## src/phhw_pkg.sv

```systemverilog
package phhw_pkg;

  localparam int SAMPLE_W = 16;
  localparam int PEAK_W   = 15;
  localparam int IDX_W    = 11;

  typedef struct packed {
    logic signed [SAMPLE_W-1:0] sample;
    logic                       last;
  } in_item_t;

  typedef struct packed {
    logic [IDX_W-1:0]  peak_index;
    logic [PEAK_W-1:0] peak_value;
    logic [IDX_W-1:0]  rise_index;
    logic [IDX_W-1:0]  fall_index;
    logic [IDX_W-1:0]  width;
    logic              rise_found;
    logic              fall_found;
    logic              overflow;
  } out_item_t;

  typedef enum logic [1:0] {
    ST_IDLE,
    ST_SCAN,
    ST_FIN
  } scan_state_t;

endpackage

```

## src/phhw_front.sv

```systemverilog
module phhw_front #(
  parameter int MAX_SAMPLES = 2048
) (
  input  logic                                     clk,
  input  logic                                     rst_n,
  input  logic                                     in_valid,
  output logic                                     in_stall,
  input  phhw_pkg::in_item_t                       in_data,
  input  logic                                     done,
  input  logic                                     q_full,
  output logic                                     q_push,
  output logic [$clog2(MAX_SAMPLES+1)-1:0]         job_count,
  output logic [phhw_pkg::PEAK_W-1:0]              job_peak,
  output logic [$clog2(MAX_SAMPLES)-1:0]           job_peak_idx,
  output logic                                     job_drop,
  output logic                                     wr_en,
  output logic [$clog2(MAX_SAMPLES)-1:0]           wr_addr,
  output logic [phhw_pkg::SAMPLE_W-1:0]            wr_data
);
  import phhw_pkg::*;

  localparam int AW = $clog2(MAX_SAMPLES);
  localparam int CW = $clog2(MAX_SAMPLES + 1);

  logic [CW-1:0]     count_r, count_nxt;
  logic [PEAK_W-1:0] peak_r, peak_nxt;
  logic [AW-1:0]     pidx_r, pidx_nxt;
  logic              drop_r, drop_nxt;
  logic              busy_r, busy_nxt;
  logic              full;
  logic              acc;

  assign full     = (count_r == CW'(MAX_SAMPLES));
  assign in_stall = busy_r || q_full;
  assign acc      = in_valid && !in_stall;

  always_comb begin
    count_nxt    = count_r;
    peak_nxt     = peak_r;
    pidx_nxt     = pidx_r;
    drop_nxt     = drop_r;
    busy_nxt     = busy_r;
    wr_en        = 1'b0;
    wr_addr      = count_r[AW-1:0];
    wr_data      = in_data.sample;
    q_push       = 1'b0;
    if (acc) begin
      if (!full) begin
        wr_en = 1'b1;
        // strictly larger and positive
        if (!in_data.sample[SAMPLE_W-1] && (in_data.sample[PEAK_W-1:0] > peak_r)) begin
          peak_nxt = in_data.sample[PEAK_W-1:0];
          pidx_nxt = count_r[AW-1:0];
        end
        count_nxt = count_r + CW'(1);
      end else begin
        drop_nxt = 1'b1;
      end
    end
    job_count    = count_nxt;
    job_peak     = peak_nxt;
    job_peak_idx = pidx_nxt;
    job_drop     = drop_nxt;
    if (acc && in_data.last) begin
      q_push    = 1'b1;
      busy_nxt  = 1'b1;
      count_nxt = '0;
      peak_nxt  = '0;
      pidx_nxt  = '0;
      drop_nxt  = 1'b0;
    end
    if (done) begin
      busy_nxt = 1'b0;
    end
  end

  always_ff @(posedge clk) begin
    if (!rst_n) begin
      count_r <= '0;
      peak_r  <= '0;
      pidx_r  <= '0;
      drop_r  <= 1'b0;
      busy_r  <= 1'b0;
    end else begin
      count_r <= count_nxt;
      peak_r  <= peak_nxt;
      pidx_r  <= pidx_nxt;
      drop_r  <= drop_nxt;
      busy_r  <= busy_nxt;
    end
  end

endmodule

```

## config.mk

```make
export PLATFORM = sky130hd
export DESIGN_NAME = phhw_front
export DESIGN_NICKNAME = d
export VERILOG_FILES = /design/src/phhw_pkg.sv /design/src/phhw_front.sv
export SDC_FILE = /design/constraint.sdc
export NUM_CORES = 1
export LEC_CHECK = 0
export ABC_AREA = 1
export CAP_MARGIN = 20
export CORE_MARGIN = 4
export CORE_UTILIZATION = 40
export DETAILED_ROUTE_END_ITERATION = 7
export DONT_BUFFER_PORTS = 1
export HOLD_SLACK_MARGIN = 0.06
export PLACE_DENSITY = 0.63
export SLEW_MARGIN = 25
export SYNTH_ARGS = -nofsm -noshare
export SYNTH_HDL_FRONTEND = slang
export SYNTH_SLANG_ARGS = --single-unit
```

## constraint.sdc

```tcl
create_clock -name clk -period 3.2 [get_ports clk]
set_input_delay 0.32 -clock clk [delete_from_list [all_inputs] [get_ports clk]]
set_output_delay 0.32 -clock clk [all_outputs]
set_load 0.02 [all_outputs]
```

==> results.tsv <==
stage	metric	value	unit
global_routing	grt_antenna_before_repair	0	
global_routing	grt_overflow	0	
clocking	clk_pin_slew	0.09	ns
outcome	status	finished, final reports clean	
yosys	syn_area	0.00269	sq mm
drt	via_per_inst	4.73	
timing	fin_ws	0.563	ns
yosys	synthAdderAreaFrac	7.90	%
finish	syn2layout_area_growth	-1.72	%
clocking	clock-root-buffer	clkbuf_8	
setup_path	rr_endpoint	pidx_r[0]	
yosys	synth_compound_area_share	3.67	%
timing	finalSetupViolations	0	
setup_path	rr_worst_depth	11	
timing	fin_tns_setup	0	ns
finish	drive_gt1_share	6.20	%
die	num_rows	29	
clocking	htree_levels	2	
drt	wl_met2	2.84	mm
hold_path	hold-path-cell-count	1	
yosys	synth_simple_gate_area_share	32.5	%
setup_path	crit_path_end	job_peak_idx[10]	
clocking	clkLatencyLatePin	0.29	ns
clocking	hold_buffers	0	
die	ios	91	
setup_path	r2r-start	count_r[0]	
setup_path	cp_max_fo	26	
drt	wirelength	5.90	mm
hold_path	hold_class	in -> reg	
global_routing	grt_pass1_vias	2258	
die	start_util	41.7	%
yosys	synth_top_family_by_area	simple AND/OR/NAND/NOR gates	
yosys	synth_top_area_share	29.8	%
place	numPortBuffers	0	
timing	relSlewSlack	48.8	%
timing	final_hold_viol_count	0	
yosys	syn_nets	468	
timing	slew_violations	0	
drt	first_iter_violations	72	
power_and_ir_drop	power	1.07	mW
clocking	post_cts_resize_count	0	
yosys	synth_edf_count	0	
drt	maxUsedRoutingLayer	met4	
timing	layout_min_cycle_time	2.64	ns
global_routing	grt_max_degree	27	
yosys	synth_most_common_cell	nand2_1	
setup_path	crit_required	2.88	ns
drt	wl_per_cell	12.3	microns
yosys	synth_area_per_cell	6.27	sq um
drt	route.met3.wl	381	microns
finish	utilization	41.0	%
timing	tightest_slew	0.761	ns
finish	fin_cells	480	
die	die-area	0.00810	sq mm
clocking	clkSinkCount	40	
yosys	ys_ff_latch	40	
drt	drc	0	
clocking	cts_made_buffers	5	
power_and_ir_drop	power.density	406	mW/mm^2
place	dp_cells	473	
global_routing	grt.total_usage	15.0	%
finish	fin_area	0.00265	sq mm
yosys	syn_inst	429	
die	core	0.00646	sq mm
yosys	synthArstFlopShare	0	%
yosys	ys_warn_count	0	
hold_path	hp-start	done	
yosys	synthMuxAreaShare	0	%
setup_path	cp.arrival	2.32	ns
finish	diodes	0	
yosys	ys_top_cells_by_count	nand2_1, inv_1, nor2_1	
place	hpwl	4.46	mm
drt	vias	2272	
drt	firstDrtPassIters	4	
timing	period_share	82.4	%
clocking	cts_tree	yes	
timing	max_freq	379	MHz
place	gp_congestion	0.768	
yosys	synth_xor_area_share	2.28	%
yosys	ys_top_cells_by_area	dfxtp_1, nand2_1, inv_1	
power_and_ir_drop	max-vdd-ir-drop	0.248	mV
run	drv_cap	0	
setup_path	path_class	reg -> out	
place	place_area	0.00256	sq mm
setup_path	r2r_setup_slack	1.16	ns
global_routing	grt_pass1_wl	10.3	mm
die	dieWidth	90.0	microns
yosys	synth_top_area_cell	dfxtp_1	
drt	wl_met1	2.64	mm
yosys	ys_seq_area_share	29.8	%
drt	ant_nets	0	
yosys	synth_ff_type	dfxtp_1	
finish	final_nets	442	
clocking	cts_buffer_depth	2	
clocking	cts_setup_buffers	0	
power_and_ir_drop	p_leak	1.58	nW
timing	fin_skew	0.00666	ns
place	place_ws	0.845	ns
yosys	synth_cell_types	23	
setup_path	end_kind	primary output	
die	die_h	90.0	microns
timing	timing.hold.ws	0.0864	ns
timing	rsz0062_at_grt	false	
setup_path	critPathLaunchType	flop	
setup_path	startpoint	count_r[0]	
power by group:
part / total [mW] / internal, mW / switching [mW]
registers: 0.522 / 0.514 / 0.00856
clock network: 0.333 / 0.148 / 0.185
logic: 0.217 / 0.0579 / 0.159
total: 1.07 / 0.720 / 0.353
layout by cell type (no fill, tap or decap):
master / Yosys / final
nand2_1: 108 / 108
inv_1: 94 / 94
nor2_1: 51 / 51
dfxtp_1: 40 / 40
nand3_1: 36 / 36
ha_1: 17 / 17
a21oi_1: 12 / 12
inv_2: 7 / 7
xor2_1: 7 / 7
o21ai_0: 6 / 5
clkbuf_8: 0 / 5
buf_4: 27 / 5
nor3_1: 3 / 3
nand2_4: 2 / 2
o21ai_2: 1 / 2
nand4_1: 2 / 2
and2_1: 1 / 1
nand2_2: 1 / 1
nor2_8: 1 / 1
nor4_1: 1 / 1
nand3b_1: 1 / 1
clkinvlp_4: 0 / 1
clkinv_2: 0 / 1
cells by family after synthesis:
kind of cell             count (synthesis)
buffers and inverters                  139
AO/OA/AOI/OAI                           19
flip-flops                              40
adder cells (fa/ha/maj)                 17
AND/OR/NAND/NOR                        207
XOR/XNOR                                 7
metal layers:
metal / GRT usage, % / vias to the layer above
met4: 3.06 / 0
met1: 17.8 / 1021
li1: - / 1189
met3: 4.84 / 5
met2: 26.5 / 57
met5: 0 / -
critical path: stages, from the launching register on:
cell and delay (ns):
dfxtp_1 0.54, inv_1 0.12, ha_1 0.23, nand2_1 0.06, nor2_1 0.05, nand2_2 0.08, nand2_4 0.09, nor2_8 0.24
nand2_4 0.23, nand2_1 0.12, nand2_1 0.07, inv_1 0.17
area by class of cell:
cell class / instances / area [sq um]
inverters: 101 / 379
flip-flops and latches: 40 / 801
fillers: 736 / 3810
multi-input cells: 250 / 1250
well taps: 77 / 96.3
clock buffers: 5 / 68.8
clock inverters: 2 / 12.5
repair buffers: 5 / 37.5
flip-flops by register name, indices dropped and copies added, names as in the netlist:
register / count
peak_r: 15
busy_r: 1
drop_r: 1
pidx_r: 11
count_r: 12
worst min-delay path by stage:
stage,slack [ns],to
global placement,0.39,busy_r
floorplan,0.39,busy_r
global route,0.07,busy_r
detailed placement,0.40,busy_r
finish,0.09,busy_r
CTS,0.08,busy_r
Power figures use the tool's default switching activity.
