--- config.mk ---
export PLATFORM = sky130hd
export DESIGN_NAME = phhw_queue
export DESIGN_NICKNAME = d
export VERILOG_FILES = /design/src/phhw_pkg.sv /design/src/phhw_queue.sv
export SDC_FILE = /design/constraint.sdc
export NUM_CORES = 1
export LEC_CHECK = 0
export BUFFER_PORTS_ARGS = -buffer_cell sky130_fd_sc_hd__buf_2
export CORE_MARGIN = 5
export CORE_UTILIZATION = 36
export CTS_BUF_LIST = sky130_fd_sc_hd__clkbuf_8
export DETAILED_ROUTE_END_ITERATION = 16
export PLACE_DENSITY = 0.65
export SLEW_MARGIN = 5
export SYNTH_ARGS = -nofsm -noshare
export SYNTH_HDL_FRONTEND = slang
export SYNTH_SLANG_ARGS = --single-unit
--- constraint.sdc ---
create_clock -name clk -period 1.8 [get_ports clk]
set_input_delay 0.27 -clock clk [delete_from_list [all_inputs] [get_ports clk]]
set_output_delay 0.27 -clock clk [all_outputs]
set_load 0.01 [all_outputs]
--- src/phhw_pkg.sv ---
package phhw_pkg;

  localparam int SAMPLE_W = 16;
  localparam int PEAK_W   = 15;
  localparam int IDX_W    = 11;

  typedef struct packed {
    logic signed [SAMPLE_W-1:0] sample;
    logic                       last;
  } in_item_t;

  typedef struct packed {
    logic [IDX_W-1:0]  peak_index;
    logic [PEAK_W-1:0] peak_value;
    logic [IDX_W-1:0]  rise_index;
    logic [IDX_W-1:0]  fall_index;
    logic [IDX_W-1:0]  width;
    logic              rise_found;
    logic              fall_found;
    logic              overflow;
  } out_item_t;

  typedef enum logic [1:0] {
    ST_IDLE,
    ST_SCAN,
    ST_FIN
  } scan_state_t;

endpackage

--- src/phhw_queue.sv ---
module phhw_queue #(
  parameter int DATA_W = 8
) (
  input  logic              clk,
  input  logic              rst_n,
  input  logic              push,
  input  logic [DATA_W-1:0] push_data,
  output logic              full,
  input  logic              pop,
  output logic [DATA_W-1:0] pop_data,
  output logic              empty
);
  import phhw_pkg::*;

  logic [DATA_W-1:0] slot_r [2];
  logic              wp_r, wp_nxt;
  logic              rp_r, rp_nxt;
  logic [1:0]        cnt_r, cnt_nxt;
  logic              do_push;
  logic              do_pop;

  assign full     = (cnt_r == 2'd2);
  assign empty    = (cnt_r == 2'd0);
  assign do_push  = push && !full;
  assign do_pop   = pop && !empty;
  assign pop_data = slot_r[rp_r];

  always_comb begin
    wp_nxt  = do_push ? !wp_r : wp_r;
    rp_nxt  = do_pop ? !rp_r : rp_r;
    cnt_nxt = cnt_r + {1'b0, do_push} - {1'b0, do_pop};
  end

  always_ff @(posedge clk) begin
    if (!rst_n) begin
      wp_r  <= 1'b0;
      rp_r  <= 1'b0;
      cnt_r <= '0;
    end else begin
      wp_r  <= wp_nxt;
      rp_r  <= rp_nxt;
      cnt_r <= cnt_nxt;
    end
  end

  always_ff @(posedge clk) begin
    if (do_push) begin
      slot_r[wp_r] <= push_data;
    end
  end

endmodule

==> summary.txt, run 1 <==
Status: complete, no violations
Layout Nets: 92
Clk Tree Root Cell: clkbuf_8
Pwr Density: 1400 nW/um^2
FF/Latch Area: 582 um^2
Lkg Pwr: 0.422 nW
CTS tree: yes
H-tree Lvls: 1
Worst-margin pin slew: 379 ps
Initial antenna violation count: 0
Sequential share of the synthesized area: 71.5%
Post-Syn Area: 812 um^2
Initial Utilization: 37.1%
Detailed Route Iter0 Violations: 5
Setup_tns: 0 ps
Vias in the first global route: 482
Pin count of the biggest net entering global routing: 13
Buffers on Ports: 21
Max IR drop VDD: 0.000630 V
Multiplexer area fraction after synthesis: 12.3%
Setup Viol. Count Final: 0
Share of cells above drive strength 1: 48.1%
Tmin final: 1650 ps
Clk pwr share: 20.4%
GPL Wtd Cong: 0.612
Flop pwr share: 50.0%
Slew HR: 74.7%
CP Class: reg2reg
Total GRT Usage: 8.04%
Post-layout util: 45.7%
RSZ-0062 raised after global routing: false
Post-Syn Instances: 52
CTS clk-pin slew, worst paths: 70 ps
Setup Skew: 1.00 ps
Die area: 3310 um^2
Dpl hpwl: 943 um
Startpoint types: flop
Grt ovf: 0
Post-synthesis adder-cell area fraction: 3.08%
Synthesis Warnings: 0
# IOs: 22
Post-DR vias/cell: 4.55
Syn Area/Cell: 15.6 um^2
Multi-input combinational cell area: 215 um^2
Synth cell types: 17
Inserted Clock Buffers: 3
Worst hold path class: in2reg
Final worst path period share: 91.7%
Net Sw Frac: 28.5%
Compound-Gate Fraction of Synth Area: 1.08%
Crit path DAT: 1830 ps
# rows: 17
CP required: 1980 ps
Area grow syn2layout: 23.4%
First-pass GRT wire length: 1990 um
Clk_lat worst skew: 250 ps
Vias: 478
Int Pwr: 1.00 mW
Die Height: 57.5 um
Critical Path Fanout Max: 4
Routed len/inst: 11.7 um
Fmax: 0.606 GHz
Post-Synth Simple-Gate Area: 7.86%
First-pass DRT Iterations: 2
WL final: 1230 um
Routed Antenna Nets: 0
Fillers: 205
Final hold vios: 0
Xor and xnor area share after synthesis: 2.16%
Tot Pwr: 1.40 mW
Ant diodes: 0
Postcts setup bufs: 0
Syn_nets: 66
CP Capture Type: flop
Core area: 2190 um^2
DRC: 0
Slew Limit Fails: 0
Clock buffer depth: 2
Gate power share: 29.5%
Max cap viols: 0
Switch Pwr: 0.400 mW
Sink Count: 21
#FFs+latches synth: 21
Largest family of logic cells by synthesized area: multiplexers
Die width: 57.5 um
synth_stat cells:
cell type	instances	area, um^2
dfxtp_1	5	100
ha_1	2	25.0
nand2b_1	2	12.5
xnor2_1	1	8.76
mux2i_1	1	10.0
and3_1	1	6.26
o21a_2	1	8.76
buf_2	1	5.00
mux2_2	8	90.1
and2_1	1	6.26
and2_2	1	7.51
xor2_1	1	8.76
nor2_1	5	18.8
inv_1	3	11.3
nand2_1	2	7.51
nor3_1	1	5.00
edfxtp_1	16	480
per-layer routing:
metal / GRT usage [%] / vias up / part of all wire, %
met5: 0 / - / 0
met4: 4.97 / 0 / 0
met3: 3.17 / 0 / 9.4
met2: 12.9 / 16 / 49
met1: 8.85 / 229 / 41
li1: - / 233 / -
registers in the layout, summed over array words and instances, names as in the netlist, named ones only:
register / cells
slot_r: 16
cnt_r: 2
rp_r: 1
wp_r: 1
power groups by stage:
stage	combinational, mW	clock [mW]	sequential (mW)
3_5_place_dp	0.424	0	0.712
6_report	0.415	0.287	0.702
5_1_grt	0.461	0.324	0.716
3_3_place_gp	0.412	0	0.706
2_1_floorplan	0.305	0	0.674
4_1_cts	0.426	0.301	0.704
final cells by class:
class                   instances  area share [%]
clock inverters                 1           0.499
clock buffers                   3            4.12
well taps                      28            3.50
flip-flops and latches         21            58.1
inverters                       3            1.12
multi-input cells              27            21.5
repair buffers                 22            11.2
what timing repair did:
action | CTS | global route
setup endpoints to repair | 0 | 1
hold buffers | 0 | 0
gates resized for setup | 0 | 1
hold endpoints to repair | 0 | 0
cell usage in the layout (no fill, tap or decap), drive strengths merged:
cell,synthesis,layout
and2,2,2
and3,1,1
buf,1,22
clkbuf,0,3
clkinv,0,1
dfxtp,5,5
edfxtp,16,16
ha,2,2
inv,3,3
mux2,8,8
mux2i,1,1
nand2,2,2
nand2b,2,2
nor2,5,5
nor3,1,1
o21a,1,1
xnor2,1,1
xor2,1,1
critical path, cell delays in order (launching register included):
cell and delay (ps):
dfxtp_2 350, nand2b_1 150, nand2_1 110, ha_1 290, inv_1 40, ha_1 180, xor2_1 150, and2_2 190
nor3_1 120
cell families (layout without fill, tap and decap cells):
| group | count (synthesis) | after routing |
|---|---|---|
| DFF | 21 | 21 |
| and+or+nand+nor | 13 | 13 |
| muxes | 9 | 9 |
| buffers and inverters | 4 | 29 |
| adders and majority gates | 2 | 2 |
| xor gates and xnor gates | 2 | 2 |
| AOI/OAI and AO/OA | 1 | 1 |
final timing paths:
check	from	endpoint	slack, ps	cells after the start
max reg2reg	cnt_r[0]	cnt_r[1]	150	8
max	cnt_r[0]	cnt_r[1]	150	8
min	push_data[4]	slot_r[0][4]	210	1
min reg2reg	wp_r	wp_r	490	2
metrics by stage:
step                      cells  hold WS [ps]  instance area, um^2  setup slack [ps]
after floorplan              52           369                  812               255
after detailed placement    101           462                  955               102
after CTS                   105           199                 1000               101
after global placement      101           458                  955               214
final                       105           206                 1000               150
after global routing        105           190                 1000              13.8
Note: power is estimated with default switching activity, not from simulation.
==> inputs of run 2 (changes only) <==
- PLACE_DENSITY: 0.65 -> default
==> run 2 against run 1 <==
  * Power grew 0.23%
  * Utilization grew 0.23 points
  * Maximum frequency up 4.0%
  * Sequential cell count stayed put
  * Via count decreased by 4.6%
  * Sequential share of layout area decreased by 0.29 points
  * Critical path depth unchanged
  * Die area stayed put
  * Critical endpoint unchanged
  * Largest power group unchanged
==> summary.txt, run 2 (synthesized netlist as in run 1, its figures left out) <==
CP Cell Sequence: nand2b_1 -> nand2_1 -> ha_1 -> inv_1 -> ha_1 -> xor2_1 -> and2_2 -> nor3_2 (was nand2b_1 -> nand2_1 -> ha_1 -> inv_1 -> ha_1 -> xor2_1 -> and2_2 -> nor3_1)
CTS clk-pin slew, worst paths: 70 ps (about the same)
Slowest-stage cell, CP: dfxtp_2 (unchanged)
Setup Viol. Count Final: 0 (unchanged)
# rows: 17 (unchanged)
Dpl hpwl: 908 um (was 943 um)
Hold Slack: 206 ps (about the same)
Metal3 WL: 117 um (was 116 um)
Top Registers: slot_r x16, cnt_r x2 (unchanged)
CP most frequent cell: ha_1 (unchanged)
Worst hold path class: in2reg (unchanged)
Ant diodes: 0 (unchanged)
Reg2reg end: cnt_r[1] (unchanged)
Final worst-path setup slack: 213 ps (was 150 ps)
Detailed Route Iter0 Violations: 5 (unchanged)
Die Height: 57.5 um (unchanged)
Max stage delay on crit path: 350 ps (about the same)
Multi-input combinational cell area: 220 um^2 (was 215 um^2)
Critical R2R Launch: cnt_r[0] (unchanged)
Pin count of the biggest net entering global routing: 13 (unchanged)
DRC: 0 (unchanged)
Max FFs per register: 16 (unchanged)
Routed len/inst: 11.7 um (about the same)
Most common cell after layout, fill and taps aside: buf_2 (unchanged)
Buffers on Ports: 21 (unchanged)
Vias: 456 (was 478)
H-tree Lvls: 1 (unchanged)
Top Layer Used: met3 (unchanged)
Final worst path period share: 88.1% (was 91.7%)
Post-Layout Cell Count: 105 (unchanged)
Clock buffer depth: 2 (unchanged)
Die width: 57.5 um (unchanged)
First-pass GRT wire length: 2110 um (was 1990 um)
CP Launch Point: cnt_r[0] (unchanged)
Max cap viols: 0 (unchanged)
First-pass DRT Iterations: 4 (was 2)
Met2 WL post-DR: 615 um (was 605 um)
FF/Latch Area: 582 um^2 (unchanged)
CP Capture Type: flop (unchanged)
Pwr Density: 1400 nW/um^2 (about the same)
Setup_tns: 0 ps (unchanged)
Area grow syn2layout: 24.0% (was 23.4%)
WL final: 1230 um (about the same)
Clk Tree Root Cell: clkbuf_8 (unchanged)
CTS tree: yes (unchanged)
Startpoint types: flop (unchanged)
R2R setup slack: 210 ps (was 150 ps)
Critical Path Fanout Max: 4 (unchanged)
Worst-margin pin slew: 388 ps (was 379 ps)
GPL Wtd Cong: 0.713 (was 0.612)
Routed Antenna Nets: 0 (unchanged)
Status: complete, no violations (unchanged)
CP Class: reg2reg (unchanged)
Most flop-heavy register: slot_r (unchanged)
Grt ovf: 0 (unchanged)
Fillers: 207 (was 205)
Die area: 3310 um^2 (unchanged)
Fmax: 0.630 GHz (was 0.606 GHz)
# IOs: 22 (unchanged)
Sink Count: 21 (unchanged)
CP Capture Point: cnt_r[1] (unchanged)
Share of cells above drive strength 1: 49.4% (was 48.1%)
Inserted Clock Buffers: 3 (unchanged)
RSZ-0062 raised after global routing: false (unchanged)
Layout Nets: 92 (unchanged)
Tmin final: 1590 ps (was 1650 ps)
Dpl cells: 101 (unchanged)
Lkg Pwr: 0.422 nW (about the same)
Slew Limit Fails: 0 (unchanged)
Total GRT Usage: 8.31% (was 8.04%)
Slew HR: 74.1% (was 74.7%)
Clk_lat worst skew: 250 ps (about the same)
Crit path DAT: 1770 ps (was 1830 ps)
Met1 wire length: 497 um (was 509 um)
Post-DR vias/cell: 4.34 (was 4.55)
Vias in the first global route: 489 (was 482)
Core area: 2190 um^2 (unchanged)
Most frequent cells in the layout: 21 x buf_2, 16 x edfxtp_1, 8 x mux2_2 (unchanged)
Max IR drop VDD: 0.000706 V (was 0.000630 V)
Final hold vios: 0 (unchanged)
Setup Skew: 5.75 ps (was 1.00 ps)
Pre-CTS setup slack: 145 ps (was 102 ps)
Initial Utilization: 37.1% (unchanged)
Initial antenna violation count: 0 (unchanged)
CP required: 1980 ps (about the same)
Postcts setup bufs: 0 (unchanged)
Reg2Reg Depth: 8 (unchanged)
-- run 2: cell counts in the layout (fill, tap and decap cells not counted) --
No cell type changed its count.
-- run 2: layout make-up --
cell class,count,share of cell area (%)
clock buffers,3,4.10
well taps,28,3.48
clock inverters,1,0.497
multi-input cells,27,21.9
repair buffers,22,11.2
inverters,3,1.12
flip-flops and latches,21,57.8
-- run 2: report_power, final --
group	internal [mW]	switching, mW
Sequential	0.635	0.0652
Combinational	0.216	0.199
Clock	0.153	0.138
-- run 2: how the worst min path moves through the flow --
| stage | start | depth (start not counted) | end | slack, ps |
|---|---|---|---|---|
| CTS | push_data[6] | 1 | slot_r[1][6] | 200 |
| floorplan | push_data[0] | 0 | slot_r[0][0] | 370 |
| global placement | push_data[4] | 1 | slot_r[0][4] | 460 |
| global route | push_data[6] | 1 | slot_r[0][6] | 200 |
| finish | push_data[5] | 1 | slot_r[1][5] | 210 |
| detailed placement | push_data[2] | 1 | slot_r[0][2] | 470 |
-- run 2: critical path, delay by kind of cell, from the launching register on --
kind                     cells  cell delay [ps]
XOR/XNOR                     1              140
adder cells (fa/ha/maj)      2              460
buffers and inverters        1               30
flip-flops                   1              350
AND/OR/NAND/NOR              4              530
-- run 2: layer usage --
layer / vias up / GRT usage, %
met5: - / 0
met4: 0 / 1.99
met2: 13 / 14.0
li1: 233 / -
met1: 210 / 9.37
met3: 0 / 4.07
-- run 2: stage by stage --
stage / area (um^2) / total power, mW / utilization [%]
3_3_place_gp: 955 / 1.12 / 43.6
6_report: 1010 / 1.41 / 46.0
2_1_floorplan: 812 / 0.979 / -
3_5_place_dp: 955 / 1.13 / 43.6
4_1_cts: 1000 / 1.42 / 45.7
5_1_grt: 1010 / 1.51 / 46.0
-- run 2: what timing repair did --
item / 4_1_cts / 5_1_grt
hold buffers: 0 / 0
resized for setup: 0 / 2
hold endpoints to repair: 0 / 0
endpoints found under the setup margin: 0 / 1
==> inputs of run 3 (changes only) <==
- ABC_AREA: default -> 1
- CORE_UTILIZATION: 36 -> 40
==> run 3 against run 2 <==
  * Sequential cell count is the same
  * Worst setup slack lost 53 ps
  * Clock skew shrank 3.3 ps
  * Sequential power shrank 1%
  * Area after synthesis grew 6.5%
  * Global-route usage grew 0.17 points
==> summary.txt, run 3 <==
Synthesis Warnings: 0 (unchanged)
# IOs: 22 (unchanged)
Area grow syn2layout: 20.8% (was 24.0%)
Hold Slack: 205 ps (was 206 ps)
PostCTS Resize Cnt: 0 (unchanged)
CTS clk-pin slew, worst paths: 70 ps (about the same)
Most frequent cells in the layout: 21 x buf_2, 16 x edfxtp_1, 10 x inv_1 (was 21 x buf_2, 16 x edfxtp_1, 8 x mux2_2)
WHS Endpoint: slot_r[1][5] (unchanged)
Commonest cells in the netlist: 16 x edfxtp_1, 9 x inv_1, 9 x nand2_1 (was 16 x edfxtp_1, 8 x mux2_2, 5 x dfxtp_1, 5 x nor2_1, 3 x inv_1)
Max IR drop VDD: 0.000750 V (was 0.000706 V)
Fillers: 193 (was 207)
WL final: 1240 um (was 1230 um)
Routed len/inst: 10.7 um (was 11.7 um)
Hold Buf Count CTS: 0 (unchanged)
Tot Pwr: 1.43 mW (was 1.41 mW)
Critical R2R Launch: cnt_r[0] (unchanged)
Final worst path period share: 91.1% (was 88.1%)
Lkg Pwr: 0.474 nW (was 0.422 nW)
Most common cell in the netlist: edfxtp_1 (unchanged)
DRC: 0 (unchanged)
Status: complete, no violations (unchanged)
Die width: 56.5 um (was 57.5 um)
Layout Nets: 103 (was 92)
Postcts setup bufs: 0 (unchanged)
Post-synth top flop: edfxtp_1 (unchanged)
RSZ-0062 raised after global routing: false (unchanged)
Clk Tree Root Cell: clkbuf_8 (unchanged)
CP Capture Type: primary output (was flop)
CTS tree: yes (unchanged)
Core area: 2000 um^2 (was 2190 um^2)
#FFs+latches synth: 21 (unchanged)
Worst Hold Path Cells: 1 (unchanged)
CP required: 1530 ps (was 1980 ps)
Synth cell types: 11 (was 17)
Worst-margin pin slew: 491 ps (was 388 ps)
Vias: 502 (was 456)
HP Start: push_data[5] (unchanged)
Total GRT Usage: 8.48% (was 8.31%)
Post-Syn Instances: 63 (was 52)
Crit path DAT: 1370 ps (was 1770 ps)
Reg2Reg Depth: 10 (was 8)
Final worst-path setup slack: 161 ps (was 213 ps)
Area share of the largest cell type after synthesis: 55.6% (was 59.2%)
Top Registers: slot_r x16, cnt_r x2 (unchanged)
Pre-CTS setup slack: 253 ps (was 145 ps)
Fmax: 0.610 GHz (was 0.630 GHz)
Detailed Route Iter0 Violations: 7 (was 5)
Clock buffer depth: 2 (unchanged)
Synth area leader: edfxtp_1 (unchanged)
Setup Skew: 2.41 ps (was 5.75 ps)
Reg2reg end: cnt_r[1] (unchanged)
CP Class: reg2out (was reg2reg)
Met1 wire length: 550 um (was 497 um)
R2R setup slack: 240 ps (was 210 ps)
Routed Antenna Nets: 0 (unchanged)
Setup_tns: 0 ps (unchanged)
Ys async rst share: 0% (unchanged)
Final instance area: 1040 um^2 (was 1010 um^2)
Synth area leaders: edfxtp_1 56%, mux2_4 14%, dfxtp_1 12% (was edfxtp_1 59%, dfxtp_1 12%, mux2_2 11%)
Pin count of the biggest net entering global routing: 12 (was 13)
Inserted Clock Buffers: 3 (unchanged)
Initial Utilization: 43.2% (was 37.1%)
Metal3 WL: 118 um (was 117 um)
Number of synthesized flops with an enable pin: 16 (unchanged)
Tmin final: 1640 ps (was 1590 ps)
Most common cell after layout, fill and taps aside: buf_2 (unchanged)
Sink Count: 21 (unchanged)
Die Height: 56.5 um (was 57.5 um)
Syn_nets: 77 (was 66)
Sequential share of the synthesized area: 67.1% (was 71.5%)
Met2 WL post-DR: 554 um (was 615 um)
Critical Path Fanout Max: 8 (was 4)
GPL Wtd Cong: 0.767 (was 0.713)
Startpoint types: flop (unchanged)
Most flop-heavy register: slot_r (unchanged)
Post-Syn Area: 865 um^2 (was 812 um^2)
Grt ovf: 0 (unchanged)
Buffers on Ports: 21 (unchanged)
Placed cell area: 1000 um^2 (was 955 um^2)
FF/Latch Area: 581 um^2 (was 582 um^2)
Max FFs per register: 16 (unchanged)
Slew Limit Fails: 0 (unchanged)
First-pass GRT wire length: 2060 um (was 2110 um)
Syn Area/Cell: 13.7 um^2 (was 15.6 um^2)
Die area: 3190 um^2 (was 3310 um^2)
H-tree Lvls: 1 (unchanged)
Max cap viols: 0 (unchanged)
Initial antenna violation count: 0 (unchanged)
Clk_lat worst skew: 250 ps (about the same)
Dpl hpwl: 955 um (was 908 um)
Top Layer Used: met4 (was met3)
Ant diodes: 0 (unchanged)
Pwr Density: 1360 nW/um^2 (was 1400 nW/um^2)
Post-DR vias/cell: 4.37 (was 4.34)
Final hold vios: 0 (unchanged)
Setup Viol. Count Final: 0 (unchanged)
Vias in the first global route: 492 (was 489)
Worst hold path class: in2reg (unchanged)
Slew HR: 67.2% (was 74.1%)
Multi-input combinational cell area: 239 um^2 (was 220 um^2)
First-pass DRT Iterations: 4 (unchanged)
# rows: 16 (was 17)
Share of cells above drive strength 1: 39.8% (was 49.4%)
## run 3: worst max path at each step
stage | start | endpoint | slack, ps | depth (start not counted)
after floorplan | cnt_r[0] | cnt_r[1] | 370 | 10
after global routing | cnt_r[0] | cnt_r[1] | 80 | 10
after CTS | flop | pop_data[5] | 130 | 2
after detailed placement | cnt_r[0] | cnt_r[1] | 250 | 10
final | flop | pop_data[5] | 160 | 2
after global placement | cnt_r[0] | cnt_r[1] | 320 | 10
## run 3: critical path, cell delays in order, from the launching register on
cell and delay (ps):
dfxtp_1 630, mux2_4 350, buf_2 140
## run 3: through the flow
step,std cells,util [%]
2_1_floorplan,63,-
3_3_place_gp,111,49.9
3_5_place_dp,111,49.9
4_1_cts,115,52.2
5_1_grt,115,52.2
6_report,115,52.2
## run 3: routing by layer
metal	GRT usage, %	vias to the layer above
met5	0	-
met4	4.07	0
met3	4.13	2
met2	12.9	17
met1	9.94	224
li1	-	259
## run 3: report_power, final
part           total [mW]  switching, mW  internal, mW
logic               0.448          0.222         0.227
registers           0.691         0.0670         0.624
clock network       0.286          0.135         0.151
total                1.43          0.423          1.00
## run 3: layout make-up
cell class / count / share of cell area [%]
sequential: 21 / 55.6
multi-input combinational: 32 / 22.9
timing repair buffer: 22 / 10.8
clock buffer: 3 / 3.95
inverter: 9 / 3.23
tap: 27 / 3.23
clock inverter: 1 / 0.359
## run 3: cells by family after synthesis
family	count (synthesis)	synth area share [%]
buffers and inverters	10	5.21
AO/OA/AOI/OAI	2	1.16
multiplexers	8	13.9
AND/OR/NAND/NOR	20	9.69
flip-flops	21	67.1
adder cells (fa/ha/maj)	2	2.89
